**config.mk**
```make
export PLATFORM = sky130hd
export DESIGN_NAME = sle_ctrl
export DESIGN_NICKNAME = d
export VERILOG_FILES = /design/src/sle_pkg.sv /design/src/sle_ctrl.sv
export VERILOG_INCLUDE_DIRS = /design/src /design/src/src
export SDC_FILE = /design/constraint.sdc
export NUM_CORES = 1
export LEC_CHECK = 0
export ABC_AREA = 1
export BUFFER_PORTS_ARGS = -buffer_cell sky130_fd_sc_hd__buf_2
export CORE_MARGIN = 2
export CORE_UTILIZATION = 45
export CTS_BUF_LIST = sky130_fd_sc_hd__clkbuf_4 sky130_fd_sc_hd__clkbuf_8
export CTS_CLUSTER_DIAMETER = 200
export DETAILED_ROUTE_END_ITERATION = 12
export GPL_TIMING_DRIVEN = 0
export PLACE_DENSITY_LB_ADDON = 0.15
export RECOVER_POWER = 50
export SYNTH_ARGS = -nofsm -noshare
export SYNTH_HDL_FRONTEND = slang
export SYNTH_SLANG_ARGS = --single-unit
export TNS_END_PERCENT = 30
```
**constraint.sdc**
```tcl
create_clock -name clk -period 1.4 [get_ports clk]
set_input_delay 0.21 -clock clk [delete_from_list [all_inputs] [get_ports clk]]
set_output_delay 0.21 -clock clk [all_outputs]
set_load 0.02 [all_outputs]
```
**src/sequential_list_engine_defines.svh**
```systemverilog
// Assertion macros shared by the list engine modules.
`ifndef SEQUENTIAL_LIST_ENGINE_DEFINES_SVH
`define SEQUENTIAL_LIST_ENGINE_DEFINES_SVH
`ifndef SYNTHESIS
`define SLE_ASSERT_SAME(label, ante, cons) \
	label: assert property (@(posedge clk) disable iff (!arst_n) (ante) |-> (cons)) \
		else $error("list engine check failed");
`define SLE_ASSERT_NEXT(label, ante, cons) \
	label: assert property (@(posedge clk) disable iff (!arst_n) (ante) |=> (cons)) \
		else $error("list engine check failed");
`else
`define SLE_ASSERT_SAME(label, ante, cons)
`define SLE_ASSERT_NEXT(label, ante, cons)
`endif
`endif

```
**src/sle_pkg.sv**
```systemverilog
// Package with the constants, codes and interface types of the list engine.
`timescale 1ns / 1ps
package sle_pkg;
	localparam int CAPACITY  = 128;
	localparam int AW        = $clog2(CAPACITY);
	localparam int CW        = $clog2(CAPACITY + 1);
	localparam int POS_W     = 8;
	localparam int DATA_W    = 32;
	localparam int CMD_W     = 3;
	localparam int STAT_W    = 2;
	localparam int CNT_OUT_W = 8;
	localparam int CMPW      = ((CW > POS_W) ? CW : POS_W) + 1;

	localparam logic [CMD_W-1:0] CMD_INSERT  = 3'd0;
	localparam logic [CMD_W-1:0] CMD_DELETE  = 3'd1;
	localparam logic [CMD_W-1:0] CMD_READ    = 3'd2;
	localparam logic [CMD_W-1:0] CMD_CLEAR   = 3'd3;
	localparam logic [CMD_W-1:0] CMD_REVERSE = 3'd4;

	localparam logic [STAT_W-1:0] ST_OK    = 2'd0;
	localparam logic [STAT_W-1:0] ST_RANGE = 2'd1;
	localparam logic [STAT_W-1:0] ST_FULL  = 2'd2;

	typedef logic [3:0] op_t;
	localparam op_t OP_NONE      = 4'd0;
	localparam op_t OP_LOAD      = 4'd1;
	localparam op_t OP_INS_START = 4'd2;
	localparam op_t OP_INS_STEP  = 4'd3;
	localparam op_t OP_INS_VAL   = 4'd4;
	localparam op_t OP_RD_POS    = 4'd5;
	localparam op_t OP_CAPTURE   = 4'd6;
	localparam op_t OP_DEL_STEP  = 4'd7;
	localparam op_t OP_DEL_END   = 4'd8;
	localparam op_t OP_CLR       = 4'd9;
	localparam op_t OP_REV_START = 4'd10;
	localparam op_t OP_REV_RD    = 4'd11;
	localparam op_t OP_REV_WLO   = 4'd12;
	localparam op_t OP_REV_WHI   = 4'd13;
	localparam op_t OP_RESULT    = 4'd14;

	typedef struct packed {
		op_t               op;
		logic [STAT_W-1:0] res_status;
	} ctrl_t;

	typedef struct packed {
		logic pos_ins_ok;
		logic pos_ok;
		logic full;
		logic ins_more;
		logic del_more;
		logic rev_more;
		logic rev_last;
	} stat_t;
endpackage

```
**src/sle_ctrl.sv**
```systemverilog
// Controller state machine of the list engine: sequences each command and the result handshake.
`timescale 1ns / 1ps
`include "sequential_list_engine_defines.svh"
module sle_ctrl (
	input  logic                        clk,
	input  logic                        arst_n,
	input  logic                        in_valid,
	output logic                        in_ready,
	input  logic [sle_pkg::CMD_W-1:0]   command,
	output logic                        out_valid,
	input  logic                        out_ready,
	output sle_pkg::ctrl_t              ctrl,
	input  sle_pkg::stat_t              stat
);
	localparam logic [3:0] S_IDLE      = 4'd0;
	localparam logic [3:0] S_DECIDE    = 4'd1;
	localparam logic [3:0] S_INS_SHIFT = 4'd2;
	localparam logic [3:0] S_INS_VAL   = 4'd3;
	localparam logic [3:0] S_DEL_CAP   = 4'd4;
	localparam logic [3:0] S_DEL_SHIFT = 4'd5;
	localparam logic [3:0] S_RD_CAP    = 4'd6;
	localparam logic [3:0] S_REV_CHECK = 4'd7;
	localparam logic [3:0] S_REV_WLO   = 4'd8;
	localparam logic [3:0] S_REV_WHI   = 4'd9;
	localparam logic [3:0] S_DONE      = 4'd10;

	logic [3:0]                  state_q;
	logic [3:0]                  state_d;
	logic [sle_pkg::CMD_W-1:0]   cmd_q;
	logic [sle_pkg::STAT_W-1:0]  st_q;
	logic [sle_pkg::STAT_W-1:0]  st_d;
	logic                        out_valid_q;
	sle_pkg::op_t                op;

	always_comb begin
		state_d = state_q;
		st_d    = st_q;
		op      = sle_pkg::OP_NONE;
		unique case (state_q)
			S_IDLE: begin
				if (in_valid) begin
					op      = sle_pkg::OP_LOAD;
					st_d    = sle_pkg::ST_OK;
					state_d = S_DECIDE;
				end
			end
			S_DECIDE: begin
				state_d = S_DONE;
				case (cmd_q)
					sle_pkg::CMD_INSERT: begin
						if (!stat.pos_ins_ok) begin
							st_d = sle_pkg::ST_RANGE;
						end else if (stat.full) begin
							st_d = sle_pkg::ST_FULL;
						end else begin
							op      = sle_pkg::OP_INS_START;
							state_d = S_INS_SHIFT;
						end
					end
					sle_pkg::CMD_DELETE: begin
						if (!stat.pos_ok) begin
							st_d = sle_pkg::ST_RANGE;
						end else begin
							op      = sle_pkg::OP_RD_POS;
							state_d = S_DEL_CAP;
						end
					end
					sle_pkg::CMD_READ: begin
						if (!stat.pos_ok) begin
							st_d = sle_pkg::ST_RANGE;
						end else begin
							op      = sle_pkg::OP_RD_POS;
							state_d = S_RD_CAP;
						end
					end
					sle_pkg::CMD_CLEAR: begin
						op = sle_pkg::OP_CLR;
					end
					sle_pkg::CMD_REVERSE: begin
						op      = sle_pkg::OP_REV_START;
						state_d = S_REV_CHECK;
					end
					default: begin
					end
				endcase
			end
			S_INS_SHIFT: begin
				if (stat.ins_more) begin
					op = sle_pkg::OP_INS_STEP;
				end else begin
					state_d = S_INS_VAL;
				end
			end
			S_INS_VAL: begin
				op      = sle_pkg::OP_INS_VAL;
				state_d = S_DONE;
			end
			S_DEL_CAP: begin
				op      = sle_pkg::OP_CAPTURE;
				state_d = S_DEL_SHIFT;
			end
			S_DEL_SHIFT: begin
				if (stat.del_more) begin
					op = sle_pkg::OP_DEL_STEP;
				end else begin
					op      = sle_pkg::OP_DEL_END;
					state_d = S_DONE;
				end
			end
			S_RD_CAP: begin
				op      = sle_pkg::OP_CAPTURE;
				state_d = S_DONE;
			end
			S_REV_CHECK: begin
				if (stat.rev_more) begin
					op      = sle_pkg::OP_REV_RD;
					state_d = S_REV_WLO;
				end else begin
					state_d = S_DONE;
				end
			end
			S_REV_WLO: begin
				op      = sle_pkg::OP_REV_WLO;
				state_d = S_REV_WHI;
			end
			S_REV_WHI: begin
				op      = sle_pkg::OP_REV_WHI;
				state_d = stat.rev_last ? S_DONE : S_REV_WLO;
			end
			S_DONE: begin
				if (!out_valid_q || out_ready) begin
					op      = sle_pkg::OP_RESULT;
					state_d = S_IDLE;
				end
			end
			default: begin
				state_d = S_IDLE;
			end
		endcase
	end

	always_ff @(posedge clk or negedge arst_n) begin
		if (!arst_n) begin
			state_q     <= S_IDLE;
			out_valid_q <= 1'b0;
		end else begin
			state_q <= state_d;
			if (op == sle_pkg::OP_RESULT) begin
				out_valid_q <= 1'b1;
			end else if (out_ready) begin
				out_valid_q <= 1'b0;
			end
		end
	end

	always_ff @(posedge clk) begin
		st_q <= st_d;
		if (op == sle_pkg::OP_LOAD) begin
			cmd_q <= command;
		end
	end

	assign in_ready        = (state_q == S_IDLE);
	assign out_valid       = out_valid_q;
	assign ctrl.op         = op;
	assign ctrl.res_status = st_q;

	`SLE_ASSERT_SAME(a_result_slot_free, op == sle_pkg::OP_RESULT, !out_valid_q || out_ready)
	`SLE_ASSERT_NEXT(a_accept_decides, in_valid && in_ready, state_q == S_DECIDE)
	`SLE_ASSERT_NEXT(a_result_shown, op == sle_pkg::OP_RESULT, out_valid_q && (state_q == S_IDLE))
endmodule

```
* Word level (Yosys, flattened, before mapping)
Index checks and enable logic that the tools add are counted.
** Operators by class
- Add/sub/neg operators :: 0
- $mul :: 0
- Divide/modulo/power cells :: 0
- $lt $le $gt $ge :: 0
- Equality and inequality tests :: 23
- Shifts and indexed selects :: 0
- Multiplexer cells :: 30
- Bitwise logic cells :: 0
- Reductions and logical operators :: 11
** Operators by type and width (count)
- 4-bit one-hot mux with 10 select lines :: 2
- 4-bit two-way mux :: 11
- 4-bit one-hot mux with 4 select lines :: 2
- 2-bit two-way mux :: 9
- 4-bit by 3-bit equality test with 1-bit output, second input constant :: 4
- 4-bit equality test, second input constant :: 4
- 4-bit by 1-bit equality test with 1-bit output, second input constant :: 2
- 4-bit by 2-bit equality test with 1-bit output, second input constant :: 2
- 2-bit != test, second input constant :: 4
- 2-bit one-hot mux with 2 select lines :: 2
- 3-bit by 2-bit equality test with 1-bit output, second input constant :: 2
- 2-bit OR reduction :: 3
- 5-bit AND reduction :: 1
- 4-bit logical NOT :: 1
- 4-bit != test, second input constant :: 1
- 4-bit AND reduction :: 1
- 2-bit nonzero test :: 2
- 3-bit by 1-bit equality test with 1-bit output, second input constant :: 1
- 3-bit equality test, second input constant :: 1
- 3-bit logical NOT :: 1
- 1-bit two-way mux :: 3
- 3-bit two-way mux :: 1
- 3-bit by 2-bit != test with 1-bit output, second input constant :: 1
- 3-bit != test, second input constant :: 1
- other kinds (2) :: 2
** Word-level totals
- Register bits :: 10
- Bits in latches :: 0
- Bits in writable memories :: 0
- ROM bits :: 0
- Input port bits :: 14
- Output and inout bits :: 8
- Logic and storage cells :: 68
- Memories :: 0

* Depth between registers and ports, before layout
- Depth in word-level cells :: 6
- Depth in mapped cells :: 9
- Depth with buffers taken out :: 9

* Worst setup path before layout
OpenSTA, ideal clock, no wires.
- Path kind :: flip-flop to output port
- Start point :: register state_q[1]
- End point :: output ctrl[2] in the netlist's numbering
- Arrival time :: 1.338 ns
- Data required time :: 1.190 ns
- Path slack :: -0.148 ns
- Stages on the path, launching flop included :: 8
- Path buffers :: 0
- Cells stage by stage :: dfrtp_1 inv_2 nand2_1 nor2_1 nand2_2 nand2_1 nor3_1 nand4_1
** RTL lines
- start, declared :: RTL line sle_ctrl.sv:27 : logic [3:0] state_q;
- start signal, assigned :: RTL line sle_ctrl.sv:147 : state_q <= state_d;
- end, declared :: RTL line sle_ctrl.sv:12 : output sle_pkg::ctrl_t ctrl,

==> impl_metrics.env <==
export IMPL_place_hpwl_um=1450
export IMPL_synth_top_cell_area_share=0.194
export IMPL_layout_setup_ws_ps=-342
export IMPL_ir_drop_mv=1.00
export IMPL_max_freq_ghz=0.574
export IMPL_synthArstFlopShare=0.500
export IMPL_cts_root_buf="clkbuf_4"
export IMPL_portBuffers=21
export IMPL_hold_class="in -> reg"
export IMPL_slew_viol_final=0
export IMPL_post_route_util=0.662
export IMPL_maxCapViolCount=0
export IMPL_final_net_count=165
export IMPL_grt_setup_unrepaired="true"
export IMPL_htreeDepth=1
export IMPL_min_period_over_period=1.24
export IMPL_grt_pass1_vias=768
export IMPL_pwr_density_cell_mw_per_mm2=2110
export IMPL_skew_ps=4.25
export IMPL_grt_max_degree=8
export IMPL_vias=870
export IMPL_drive_above_1_share=0.440
export IMPL_worst_pin_slew_ps=282
export IMPL_antenna_left=0
export IMPL_antenna_found_initial=0
export IMPL_clock_latency_ps=270
export IMPL_cts_buffers=3
export IMPL_hold_violations=0
export IMPL_die_w_um=45.5
export IMPL_fin_setup_tns_ps=-1940
export IMPL_finalWirelength_um=1990
export IMPL_seq_area_frac_synth=0.355
export IMPL_outcome="complete, but fails checks"
export IMPL_grt_pass1_wl_um=3080
export IMPL_cts_tree="done"
export IMPL_syn_to_final_growth_pct=42.6
export IMPL_cp_max_fo=7
export IMPL_syn_inst=115
export IMPL_dr_pass1_iters=4
export IMPL_rows=15
export IMPL_synthFlopType="edfxtp_1"
export IMPL_die_y_um=45.5
export IMPL_end_kind="primary output"
export IMPL_setup_violations_final=8
export IMPL_antenna_cells=0
export IMPL_drt_first_iter_violations=18
export IMPL_clk_pin_slew_ps=70
export IMPL_cts_num_sinks=10
export IMPL_required_ps=1190
export IMPL_failed_checks="negative setup slack"
export IMPL_cp_start_kind="register"
export IMPL_fp_coreArea_mm2=0.00167
export IMPL_postSynthRegisterBits=10
export IMPL_p_leak_nw=0.579
export IMPL_die_area_mm2=0.00207
export IMPL_arrival_ps=1530
export IMPL_syn_avg_cell_area_um2=6.75
export IMPL_ys_warnings_count=0
export IMPL_ioPinCount=22
export IMPL_grt_use_total=0.208
export IMPL_drc_errors=0
export IMPL_cts_buffer_depth=2
export IMPL_n_fill_cell=148
export IMPL_synth_edf_count=5
export IMPL_yosys_area_top_type="edfxtp_1"
export IMPL_yosys_top_cells_area="edfxtp_1 (19%), dfrtp_1 (16%), nand2_1 (13%), inv_1 (10%), nand3_1 (6.5%)"
export IMPL_start_util=0.464
export IMPL_maxSlewHeadroom=0.811
export IMPL_period_needed_ps=1740
export IMPL_netlist_area_um2=776
export IMPL_vias_per_cell=5.21
export IMPL_syn_num_nets=129
export IMPL_routabilityCongestion=0.830
export IMPL_yosys_cell_types_count=19
export IMPL_grt_overflow=0
export IMPL_avgRoutedWirePerCell_um=11.9
export IMPL_crit_type="reg -> out"
[per-stage QoR]
step	setup WS, ps	hold WS [ps]	instances	instance area (um^2)	power, mW
CTS	-311	105	162	1020	2.11
floorplan	4.96	-85.6	115	783	1.40
global route	-424	109	167	1110	2.53
detailed placement	-143	28.5	153	910	1.71
finish	-342	107	167	1110	2.34
global placement	-145	26.8	153	910	1.70
[path summary, 6_finish.rpt]
| kind | from | to | slack [ps] | depth (start not counted) |
|---|---|---|---|---|
| max | state_q[2] | ctrl[5] | -340 | 6 |
| min | command[0] | cmd_q[0] | 110 | 1 |
| max reg2reg | state_q[3] | state_q[1] | -210 | 11 |
| min reg2reg | out_valid | out_valid | 600 | 2 |
| max in group asynchronous | arst_n | state_q[2] | 850 | 2 |
| min in group asynchronous | arst_n | out_valid | 320 | 2 |
[critical path, cell delays in order, from the launching register on]
cell,delay [ps]
dfrtp_2,490
nor2_4,130
nand2_2,100
inv_2,110
nand3_1,120
o2111ai_1,140
buf_4,170
[routing by layer]
metal  routed length, um  global-route usage  up-vias
li1                    -                   -      443
met1                 893               0.264      396
met2                 938               0.346       26
met3                 121              0.0397        5
met4                  34              0.0765        0
met5                   0                   0        -
[cell usage in the layout, fill, tap and decap left out, drive strengths merged]
cell,synthesis,routed
buf,0,29
inv,24,24
nand2,34,34
edfxtp,5,5
a21oi,3,3
nor3,5,5
o2111ai,2,2
clkbuf,0,5
nor2,14,14
dlygate4sd3,0,1
dfrtp,5,5
nand3b,1,1
o21ai,6,6
nand4,3,3
o211ai,2,2
nand3,10,10
o22ai,1,1
[where the power goes]
group / switching, mW / total [mW] / internal [mW] / leakage, nW
Sequential: 0.119 / 0.550 / 0.431 / 0.108
Clock: 0.107 / 0.265 / 0.158 / 0.0210
Combinational: 0.915 / 1.52 / 0.607 / 0.450
Total: 1.14 / 2.34 / 1.20 / 0.579
[cell usage after synthesis, types with 3 or more instances]
master / count
inv_2: 3
a21oi_1: 3
edfxtp_1: 5
inv_1: 21
dfrtp_1: 5
nand4_1: 3
o21ai_0: 6
nand2_2: 6
nor2_1: 12
nand3_1: 10
nor3_1: 3
nand2_1: 26
[cell families after synthesis]
group,Yosys count,synth area share
AND/OR/NAND/NOR,67,0.421
buffers and inverters,24,0.116
flip-flops,10,0.355
AO/OA/AOI/OAI,14,0.108
[repair_timing]
action                                  in CTS  in global routing
endpoints found under the setup margin       5                 10
hold buffers                                 1                  0
gates resized for setup                     14                 17
endpoints found under the hold margin        5                  0
pin swaps                                    3                  9
buffers inserted                             4                  5
gates cloned                                 0                  0
[layout make-up]
cell class	count	area (um^2)	share of cell area
clock buffers	4	36.3	0.0328
inverters	24	92.6	0.0837
multi-input cells	81	477	0.431
flip-flops and latches	10	278	0.251
well taps	17	21.3	0.0192
repair buffers	31	201	0.182
[flip-flops by register name, summed over array words and instances (netlist names)]
name,flops
state_q,4
cmd_q,3
st_q,2
out_valid,1
Power figures use the tool's default switching activity.
